<file path="src/hdl/swm_pkg.sv">
// ----------------------------------------------------------------------------
// swm_pkg: shared types and constants for the sliding window maximum
// Default sizes, config register width and the per-cell control bundle.
// ----------------------------------------------------------------------------
`default_nettype none

package swm_pkg;

  // Default sizes for the top-level parameters
  localparam int unsigned MAX_WINDOW_DEF   = 64;
  localparam int unsigned SAMPLE_WIDTH_DEF = 16;

  // Width of the window_size config register
  localparam int unsigned WS_W = 7;

  // Control broadcast from the top level to every candidate cell
  typedef struct packed {
    logic step;   // a sample transaction is accepted this cycle
    logic purge;  // drop the head candidate, shift the row toward the head
    logic shift;  // head candidate expires during this step
    logic clear;  // end of sequence: empty the row after this step
  } cell_ctrl_t;

endpackage : swm_pkg

`default_nettype wire

</file>
<file path="src/hdl/sliding_window_maximum.sv">
// ----------------------------------------------------------------------------
// sliding_window_maximum: streaming maximum over the last window_size samples
// A row of candidate cells forms a monotonic queue; the head is the maximum.
// ----------------------------------------------------------------------------
// Usage: samples enter on the input channel at up to one transaction per
// cycle. The row of MAX_WINDOW cells keeps the candidates for the window
// maximum ordered oldest (cell 0) to newest, values strictly decreasing, so
// the head cell is always the answer. Every cell compares its candidate with
// the incoming sample in parallel and the row shifts by at most one place per
// cycle, which is what sets the one-sample-per-cycle rate. Once window_size
// samples of a sequence have been seen, each sample yields one result in the
// cycle after it is accepted; the result register frees up in the same cycle
// it is taken, so a stalled output only holds up input while it is full.
// A sample with end_of_sequence set tags its result as last_window and empties
// the row; a sequence shorter than the window yields nothing. The user is
// to write window_size only while the block is idle; the block does not
// enforce it (0 acts as 1, above MAX_WINDOW saturates). After a shrink,
// candidates older than the new window drop from the head one per cycle,
// stalling input until done; none after a grow or an unchanged write.
// ----------------------------------------------------------------------------
`default_nettype none

module sliding_window_maximum #(
  parameter int unsigned MAX_WINDOW   = swm_pkg::MAX_WINDOW_DEF,
  parameter int unsigned SAMPLE_WIDTH = swm_pkg::SAMPLE_WIDTH_DEF
) (
  input  wire                            clk_i,
  input  wire                            rst_ni,
  // configuration write channel
  input  wire                            cfg_valid_i,
  output logic                           cfg_ready_o,
  input  wire  [swm_pkg::WS_W-1:0]       cfg_window_size_i,
  // sample input channel
  input  wire                            in_valid_i,
  output logic                           in_stall_o,
  input  wire signed [SAMPLE_WIDTH-1:0]  sample_i,
  input  wire                            end_of_sequence_i,
  // result output channel
  output logic                           out_valid_o,
  input  wire                            out_stall_i,
  output logic signed [SAMPLE_WIDTH-1:0] window_max_o,
  output logic                           last_window_o
);

  localparam int unsigned AGE_W  = (MAX_WINDOW > 1) ? $clog2(MAX_WINDOW) : 1;
  localparam int unsigned SEEN_W = $clog2(MAX_WINDOW + 1);
  localparam int unsigned CMP_W  = (SEEN_W > swm_pkg::WS_W) ? SEEN_W : swm_pkg::WS_W;

  // Config register
  logic [swm_pkg::WS_W-1:0] window_size_q;
  logic [CMP_W-1:0]         ws_ext;
  logic [CMP_W-1:0]         k_wide;
  logic [SEEN_W-1:0]        k_eff;

  // Row of cells; index MAX_WINDOW is the empty tie-off past the tail
  logic signed [SAMPLE_WIDTH-1:0] cell_value [MAX_WINDOW+1];
  logic [AGE_W-1:0]               cell_age   [MAX_WINDOW+1];
  logic                           cell_valid [MAX_WINDOW+1];
  logic                           cell_keep  [MAX_WINDOW+1];

  swm_pkg::cell_ctrl_t ctrl;

  logic [SEEN_W-1:0] seen_q, seen_d;
  logic [SEEN_W-1:0] seen_nxt;
  logic [SEEN_W-1:0] head_age;

  logic in_accept;
  logic head_expire;   // head candidate leaves the window on this sample
  logic purge_needed;  // head already outside a shrunk window
  logic produce;
  logic head_src_keep;
  logic signed [SAMPLE_WIDTH-1:0] best;

  logic                           out_valid_q;
  logic signed [SAMPLE_WIDTH-1:0] window_max_q;
  logic                           last_window_q;

  // --------------------------------------------------------------------------
  // Configuration: always ready; user-kept: written only while idle
  // --------------------------------------------------------------------------
  assign cfg_ready_o = 1'b1;

  always_ff @(posedge clk_i or negedge rst_ni) begin
    if (!rst_ni) begin
      window_size_q <= swm_pkg::WS_W'(1);
    end else if (cfg_valid_i && cfg_ready_o) begin
      window_size_q <= cfg_window_size_i;
    end
  end

  // Effective window length: zero acts as one, saturate at the row length
  always_comb begin
    ws_ext = CMP_W'(window_size_q);
    if (ws_ext == '0) begin
      k_wide = CMP_W'(1);
    end else if (ws_ext > CMP_W'(MAX_WINDOW)) begin
      k_wide = CMP_W'(MAX_WINDOW);
    end else begin
      k_wide = ws_ext;
    end
  end
  assign k_eff = k_wide[SEEN_W-1:0];

  // --------------------------------------------------------------------------
  // Handshake and row control
  // --------------------------------------------------------------------------
  // Ages strictly decrease from the head, so only the head can run out of the
  // window on a step; several stale heads only appear after a shrink.
  assign head_age     = SEEN_W'(cell_age[0]);
  assign purge_needed = cell_valid[0] && (head_age >= k_eff);
  assign head_expire  = cell_valid[0] && ((head_age + SEEN_W'(1)) >= k_eff);

  assign in_stall_o = purge_needed || (out_valid_q && out_stall_i);
  assign in_accept  = in_valid_i && !in_stall_o;

  always_comb begin
    ctrl.step  = in_accept;
    ctrl.purge = purge_needed;
    ctrl.shift = head_expire;
    ctrl.clear = end_of_sequence_i;
  end

  // --------------------------------------------------------------------------
  // Candidate row
  // --------------------------------------------------------------------------
  assign cell_value[MAX_WINDOW] = '0;
  assign cell_age[MAX_WINDOW]   = '0;
  assign cell_valid[MAX_WINDOW] = 1'b0;
  assign cell_keep[MAX_WINDOW]  = 1'b0;

  for (genvar i = 0; i < MAX_WINDOW; i++) begin : g_cell
    logic lkeep;
    if (i == 0) begin : g_head
      assign lkeep = 1'b1;
    end else begin : g_body
      assign lkeep = cell_keep[i-1];
    end

    swm_cell #(
      .SAMPLE_WIDTH (SAMPLE_WIDTH),
      .AGE_W        (AGE_W)
    ) u_cell (
      .clk_i     (clk_i),
      .rst_ni    (rst_ni),
      .ctrl_i    (ctrl),
      .head_i    ((i == 0) ? 1'b1 : 1'b0),
      .sample_i  (sample_i),
      .lkeep_i   (lkeep),
      .r_value_i (cell_value[i+1]),
      .r_age_i   (cell_age[i+1]),
      .r_valid_i (cell_valid[i+1]),
      .r_keep_i  (cell_keep[i+1]),
      .value_o   (cell_value[i]),
      .age_o     (cell_age[i]),
      .valid_o   (cell_valid[i]),
      .keep_o    (cell_keep[i])
    );
  end

  // The window maximum is whatever lands in the head cell on this step:
  // the oldest survivor, or the new sample when nothing survives.
  always_comb begin
    head_src_keep = head_expire ? cell_keep[1] : cell_keep[0];
    if (head_src_keep) begin
      best = head_expire ? cell_value[1] : cell_value[0];
    end else begin
      best = sample_i;
    end
  end

  // --------------------------------------------------------------------------
  // Sample count of the current sequence, saturating at the row length
  // --------------------------------------------------------------------------
  assign seen_nxt = (seen_q == SEEN_W'(MAX_WINDOW)) ? seen_q : (seen_q + SEEN_W'(1));
  assign produce  = seen_nxt >= k_eff;

  always_comb begin
    seen_d = seen_q;
    if (in_accept) begin
      seen_d = end_of_sequence_i ? '0 : seen_nxt;
    end
  end

  always_ff @(posedge clk_i or negedge rst_ni) begin
    if (!rst_ni) begin
      seen_q <= '0;
    end else begin
      seen_q <= seen_d;
    end
  end

  // --------------------------------------------------------------------------
  // Result register
  // --------------------------------------------------------------------------
  always_ff @(posedge clk_i or negedge rst_ni) begin
    if (!rst_ni) begin
      out_valid_q <= 1'b0;
    end else if (!out_valid_q || !out_stall_i) begin
      out_valid_q <= in_accept && produce;
    end
  end

  always_ff @(posedge clk_i) begin
    if (in_accept && produce) begin
      window_max_q  <= best;
      last_window_q <= end_of_sequence_i;
    end
  end

  assign out_valid_o   = out_valid_q;
  assign window_max_o  = window_max_q;
  assign last_window_o = last_window_q;

endmodule : sliding_window_maximum

`default_nettype wire

</file>
<file path="src/hdl/swm_cell.sv">
// ----------------------------------------------------------------------------
// swm_cell: one candidate slot of the maximum chain
// Holds one candidate (value, age, valid). Per step it keeps its own
// content, pulls the right neighbor's, takes the new sample, or empties.
// ----------------------------------------------------------------------------
`default_nettype none

module swm_cell #(
  parameter int unsigned SAMPLE_WIDTH = swm_pkg::SAMPLE_WIDTH_DEF,
  parameter int unsigned AGE_W        = 6
) (
  input  wire                           clk_i,
  input  wire                           rst_ni,
  input  wire swm_pkg::cell_ctrl_t      ctrl_i,
  input  wire                           head_i,
  input  wire signed [SAMPLE_WIDTH-1:0] sample_i,
  input  wire                           lkeep_i,
  input  wire signed [SAMPLE_WIDTH-1:0] r_value_i,
  input  wire        [AGE_W-1:0]        r_age_i,
  input  wire                           r_valid_i,
  input  wire                           r_keep_i,
  output logic signed [SAMPLE_WIDTH-1:0] value_o,
  output logic       [AGE_W-1:0]        age_o,
  output logic                          valid_o,
  output logic                          keep_o
);

  logic signed [SAMPLE_WIDTH-1:0] value_q, value_d;
  logic [AGE_W-1:0]               age_q, age_d;
  logic                           valid_q, valid_d;

  logic                           keep_self;
  logic                           src_keep;
  logic                           prev_keep;
  logic signed [SAMPLE_WIDTH-1:0] src_value;
  logic [AGE_W-1:0]               src_age;

  // Survives the step on value alone (strictly greater than the new sample)
  assign keep_self = valid_q && (value_q > sample_i);

  always_comb begin
    src_value = ctrl_i.shift ? r_value_i : value_q;
    src_age   = ctrl_i.shift ? r_age_i   : age_q;
    src_keep  = ctrl_i.shift ? r_keep_i  : keep_self;
    // does the slot to our left end up holding a survivor?
    prev_keep = head_i ? 1'b1 : (ctrl_i.shift ? keep_self : lkeep_i);

    value_d = value_q;
    age_d   = age_q;
    valid_d = valid_q;
    if (ctrl_i.purge) begin
      value_d = r_value_i;
      age_d   = r_age_i;
      valid_d = r_valid_i;
    end else if (ctrl_i.step) begin
      if (src_keep) begin
        value_d = src_value;
        age_d   = src_age + AGE_W'(1);
        valid_d = 1'b1;
      end else if (prev_keep) begin
        // first free slot after the survivors takes the new sample
        value_d = sample_i;
        age_d   = '0;
        valid_d = 1'b1;
      end else begin
        valid_d = 1'b0;
      end
      if (ctrl_i.clear) begin
        valid_d = 1'b0;
      end
    end
  end

  always_ff @(posedge clk_i or negedge rst_ni) begin
    if (!rst_ni) begin
      valid_q <= 1'b0;
      age_q   <= '0;
    end else begin
      valid_q <= valid_d;
      age_q   <= age_d;
    end
  end

  always_ff @(posedge clk_i) begin
    value_q <= value_d;
  end

  assign value_o = value_q;
  assign age_o   = age_q;
  assign valid_o = valid_q;
  assign keep_o  = keep_self;

endmodule : swm_cell

`default_nettype wire

</file>
<file path="config.mk">
export PLATFORM = sky130hd
export DESIGN_NAME = sliding_window_maximum
export DESIGN_NICKNAME = d
export VERILOG_FILES = /design/src/hdl/swm_pkg.sv /design/src/hdl/sliding_window_maximum.sv /design/src/hdl/swm_cell.sv
export SDC_FILE = /design/constraint.sdc
export NUM_CORES = 2
export LEC_CHECK = 0
export BUFFER_PORTS_ARGS = -buffer_cell sky130_fd_sc_hd__clkbuf_2
export CAP_MARGIN = 20
export CORE_AREA = 2 2 654 656
export DETAILED_ROUTE_END_ITERATION = 8
export DIE_AREA = 0 0 656 658
export MAX_ROUTING_LAYER = met4
export PLACE_DENSITY_LB_ADDON = 0.2
export SYNTH_ARGS = -nofsm -noshare
export SYNTH_HDL_FRONTEND = slang
export SYNTH_SLANG_ARGS = --single-unit
</file>
<file path="constraint.sdc">
create_clock -name clk_i -period 9.5 [get_ports clk_i]
set_input_delay 0 -clock clk_i [delete_from_list [all_inputs] [get_ports clk_i]]
set_output_delay 0 -clock clk_i [all_outputs]
set_load 0.05 [all_outputs]
</file>
==> flow_summary.yaml <==
pwr:
  ir_drop_v: 0.000150
  p_int_uw: 19300
  share_comb_of_total_power: 0.397
  power.leakage_uw: 0.0456
  power_switching_uw: 13500
  clkPwrFrac: 0.235
  seqPwrFrac: 0.368
  p_per_area_nw_per_um2: 276
  sw_frac_of_total: 0.411
synth:
  netlist_area_um2: 106000
  ys_async_sr_fraction: 0.308
  synth.net_count: 12100
  syn_area_per_cell_um2: 9.61
  yosysSeqAreaShare: 0.404
  ys_ff_latch: 1504
  synthCells: 11000
  synth-edff-count: 1025
  ys_types: 117
  ys.flop_type: "edfxtp_1"
  synth_warnings: 0
worst_hold_path:
  holdPathStages: 3
  min_to: "g_cell[10].u_cell.value_o[10]"
  hold_class: "in2reg"
  min_from: "sample_i[10]"
critical_path:
  arrival_ps: 6350
  end_kind: "flop"
  rr_worst_depth: 16
  r2r-start: "window_size_q[2]"
  startpoint_type: "flop"
  slowest_stage: "o21ai_1"
  path_class: "reg2reg"
  crit_path_max_fanout: 109
  reg2reg_slack_ps: 3780
  crit_buf_inv: 4
  slowest_delay_ps: 890
  worstPathCellList: "nor3_1 > a21oi_1 > nor2_1 > ha_1 > nand2_1 > a211oi_2 > o21ai_4 > buf_4 > buf_4 > nand2_8 > buf_12 > mux2i_1 > nand2_1 > o21ai_1 > a21oi_1 > buf_4"
  cp_top_family: "simple AND/OR/NAND/NOR gates"
  crit_top_cell: "buf_4"
  required_ps: 10130
  reg2reg_to: "g_cell[13].u_cell.value_o[8]"
run_status:
  status: "finished with violations"
  violations: "design-rule violations"
finish:
  finalNetCount: 11900
  most-common-layout-cells: "1613 x nand2_1, 1112 x ha_1, 1075 x o21ai_0, 1025 x edfxtp_1, 675 x a21oi_1"
  final_common_cell: "nand2_1"
  drive_gt1_frac: 0.125
  area_growth_syn_to_layout_pct: 12.4
cts:
  cts_hold_buf: 46
  cts_buffer_depth: 4
  cts_sinks: 1504
  cts-resized-gates: 0
  worstSkewPairLatency_ps: 910
  htree_levels: 4
  clk_pin_slew_ps: 60
  cts_tree: "built"
  clock-root-buffer: "clkbuf_16"
  post-cts-setup-buffer-count: 0
  numCtsBuffers: 194
timing:
  fmax_mhz: 175
  slew_violations: 0
  tns_ps: 0
  holdWs_ps: 97.4
  hold_viol_final: 0
  finalSetupViolCount: 0
  tightest_slew_ps: 1330
  max_slew_margin: 0.114
  fin_skew_ps: 74.7
  finalCritPeriodShare: 0.602
  rsz0062_at_grt: "no"
  period_minus_slack_ps: 5720
global_route:
  grt_pass1_vias: 81900
  grtUsageTotal: 0.169
  grt_overflow: 0
  antenna_found_initial: 18
  grt_max_degree: 130
  grt_pass1_wl_mm: 548
place:
  hpwl_mm: 241
  io_buffers: 47
  gp_congestion: 0.806
detailed_routing:
  dr.pass1.iters: 8
  initialDrtViolationCount: 6009
  routed_wl_mm: 364
  drc: 24
  antenna_left: 0
  vias: 83800
  viasPerCell: 5.04
  post_drt_wl_per_cell_um: 21.9
die:
  start_util: 0.249
  die_h_um: 658
  core_area_um2: 425000
  std_cell_rows: 240
  die_w_um: 656
  die_area_um2: 432000
  io_pins: 49
flow_run:
  drv_cap: 0
==> state kept, by name (all words and copies together), names as in the netlist <==
signal                 cells
last_window_o              1
g_cell.u_cell.valid_o     64
window_max_o              16
g_cell.u_cell.value_o   1024
g_cell.u_cell.age_o      384
seen_q                     7
window_size_q              7
out_valid_o                1
==> cells by family (layout without fill, tap and decap cells) <==
logic type | Yosys count | count (layout) | synth area share
AND/OR/NAND/NOR | 3453 | 3453 | 0.151
AO/OA/AOI/OAI | 3040 | 3040 | 0.181
flip-flops | 1504 | 1504 | 0.404
adder cells (fa/ha/maj) | 1112 | 1112 | 0.132
buffers and inverters | 964 | 891 | 0.0390
multiplexers | 759 | 759 | 0.0799
XOR/XNOR | 162 | 162 | 0.0134
other | 1 | 13 | 0.0000355
==> how the worst max path moves through the flow <==
stage                                start                      endpoint  slack [ps]  depth (start not counted)
final                     window_size_q[2]  g_cell[13].u_cell.value_o[8]        3780                         16
after global routing      window_size_q[2]  g_cell[13].u_cell.value_o[9]        3230                         16
after CTS                 window_size_q[2]  g_cell[13].u_cell.value_o[9]        3680                         16
after detailed placement  window_size_q[2]  g_cell[13].u_cell.value_o[8]        3750                         16
after global placement    window_size_q[2]  g_cell[13].u_cell.value_o[8]        3790                         16
after floorplan                sample_i[1]  g_cell[19].u_cell.value_o[0]        3680                         13
==> power groups by stage <==
stage,combinational [uW],sequential [uW],clock (uW)
2_1_floorplan,10100,10900,0
3_3_place_gp,12900,12200,0
3_5_place_dp,13000,12100,0
4_1_cts,13100,12100,7930
5_1_grt,14700,12400,8160
6_report,13000,12100,7710
==> metal layers <==
layer	routed length (um)	track usage	vias up	share of wire
met2	164000	0.264	1730	0.45
met5	0	-	-	0
met3	15000	0.0173	387	0.041
li1	-	-	40700	-
met1	177000	0.234	41000	0.49
met4	8130	0.0391	0	0.022
==> per-stage QoR <==
stage / total power (uW) / instance area (um2) / std cells / utilization / setup slack, ps
floorplan: 21000 / 106000 / 11000 / - / 3680
global placement: 25200 / 112000 / 16200 / 0.263 / 3790
detailed placement: 25200 / 112000 / 16200 / 0.263 / 3750
CTS: 33100 / 119000 / 16600 / 0.279 / 3680
global route: 35200 / 119000 / 16600 / 0.279 / 3230
finish: 32800 / 119000 / 16600 / 0.279 / 3780
==> cells in the mapped netlist (27+ instances only) <==
cell type	instances	area [um2]
a22o_1	78	683
nand2b_1	97	607
nand3b_1	48	360
a21oi_1	676	3380
nand2_1	1617	6070
xor2_1	58	508
clkbuf_1	408	1530
a32oi_1	40	350
mux2_2	650	7320
nor2b_1	88	551
a211oi_1	76	571
and4_1	28	245
nor4_1	42	263
o21ai_1	30	150
o21ai_0	1075	5380
o211ai_1	107	803
edfxtp_1	1025	30800
nand3_1	419	2100
buf_1	27	101
ha_1	1112	13900
a211o_1	36	315
mux2i_1	96	961
a21boi_0	34	255
o22ai_1	39	244
nand4_1	189	1180
nor3b_1	34	255
nor2_1	487	1830
a2111oi_0	37	324
and3_1	136	851
buf_2	279	1400
xnor2_1	104	911
a21o_1	141	1060
nor3_1	126	631
a22oi_1	138	1040
inv_1	214	803
and2_1	33	206
o31ai_1	58	435
a31oi_1	83	519
o21a_1	66	495
dfrtp_1	462	11600
==> worst min-delay path, delay by kind of cell <==
kind     cells  cell delay, ps
mux          1             160
buf+inv      2             710
==> cell type report <==
cell class | instances | area, um2
Multi-Input combinational cell | 8527 | 59000
Fill cell | 45000 | 306000
Tap cell | 5687 | 7120
Timing Repair Buffer | 318 | 2620
Inverter | 215 | 885
Clock buffer | 274 | 5470
Antenna cell | 12 | 30.0
Sequential cell | 1504 | 42700
Clock inverter | 84 | 980
Note: power is estimated with default switching activity, not from simulation.
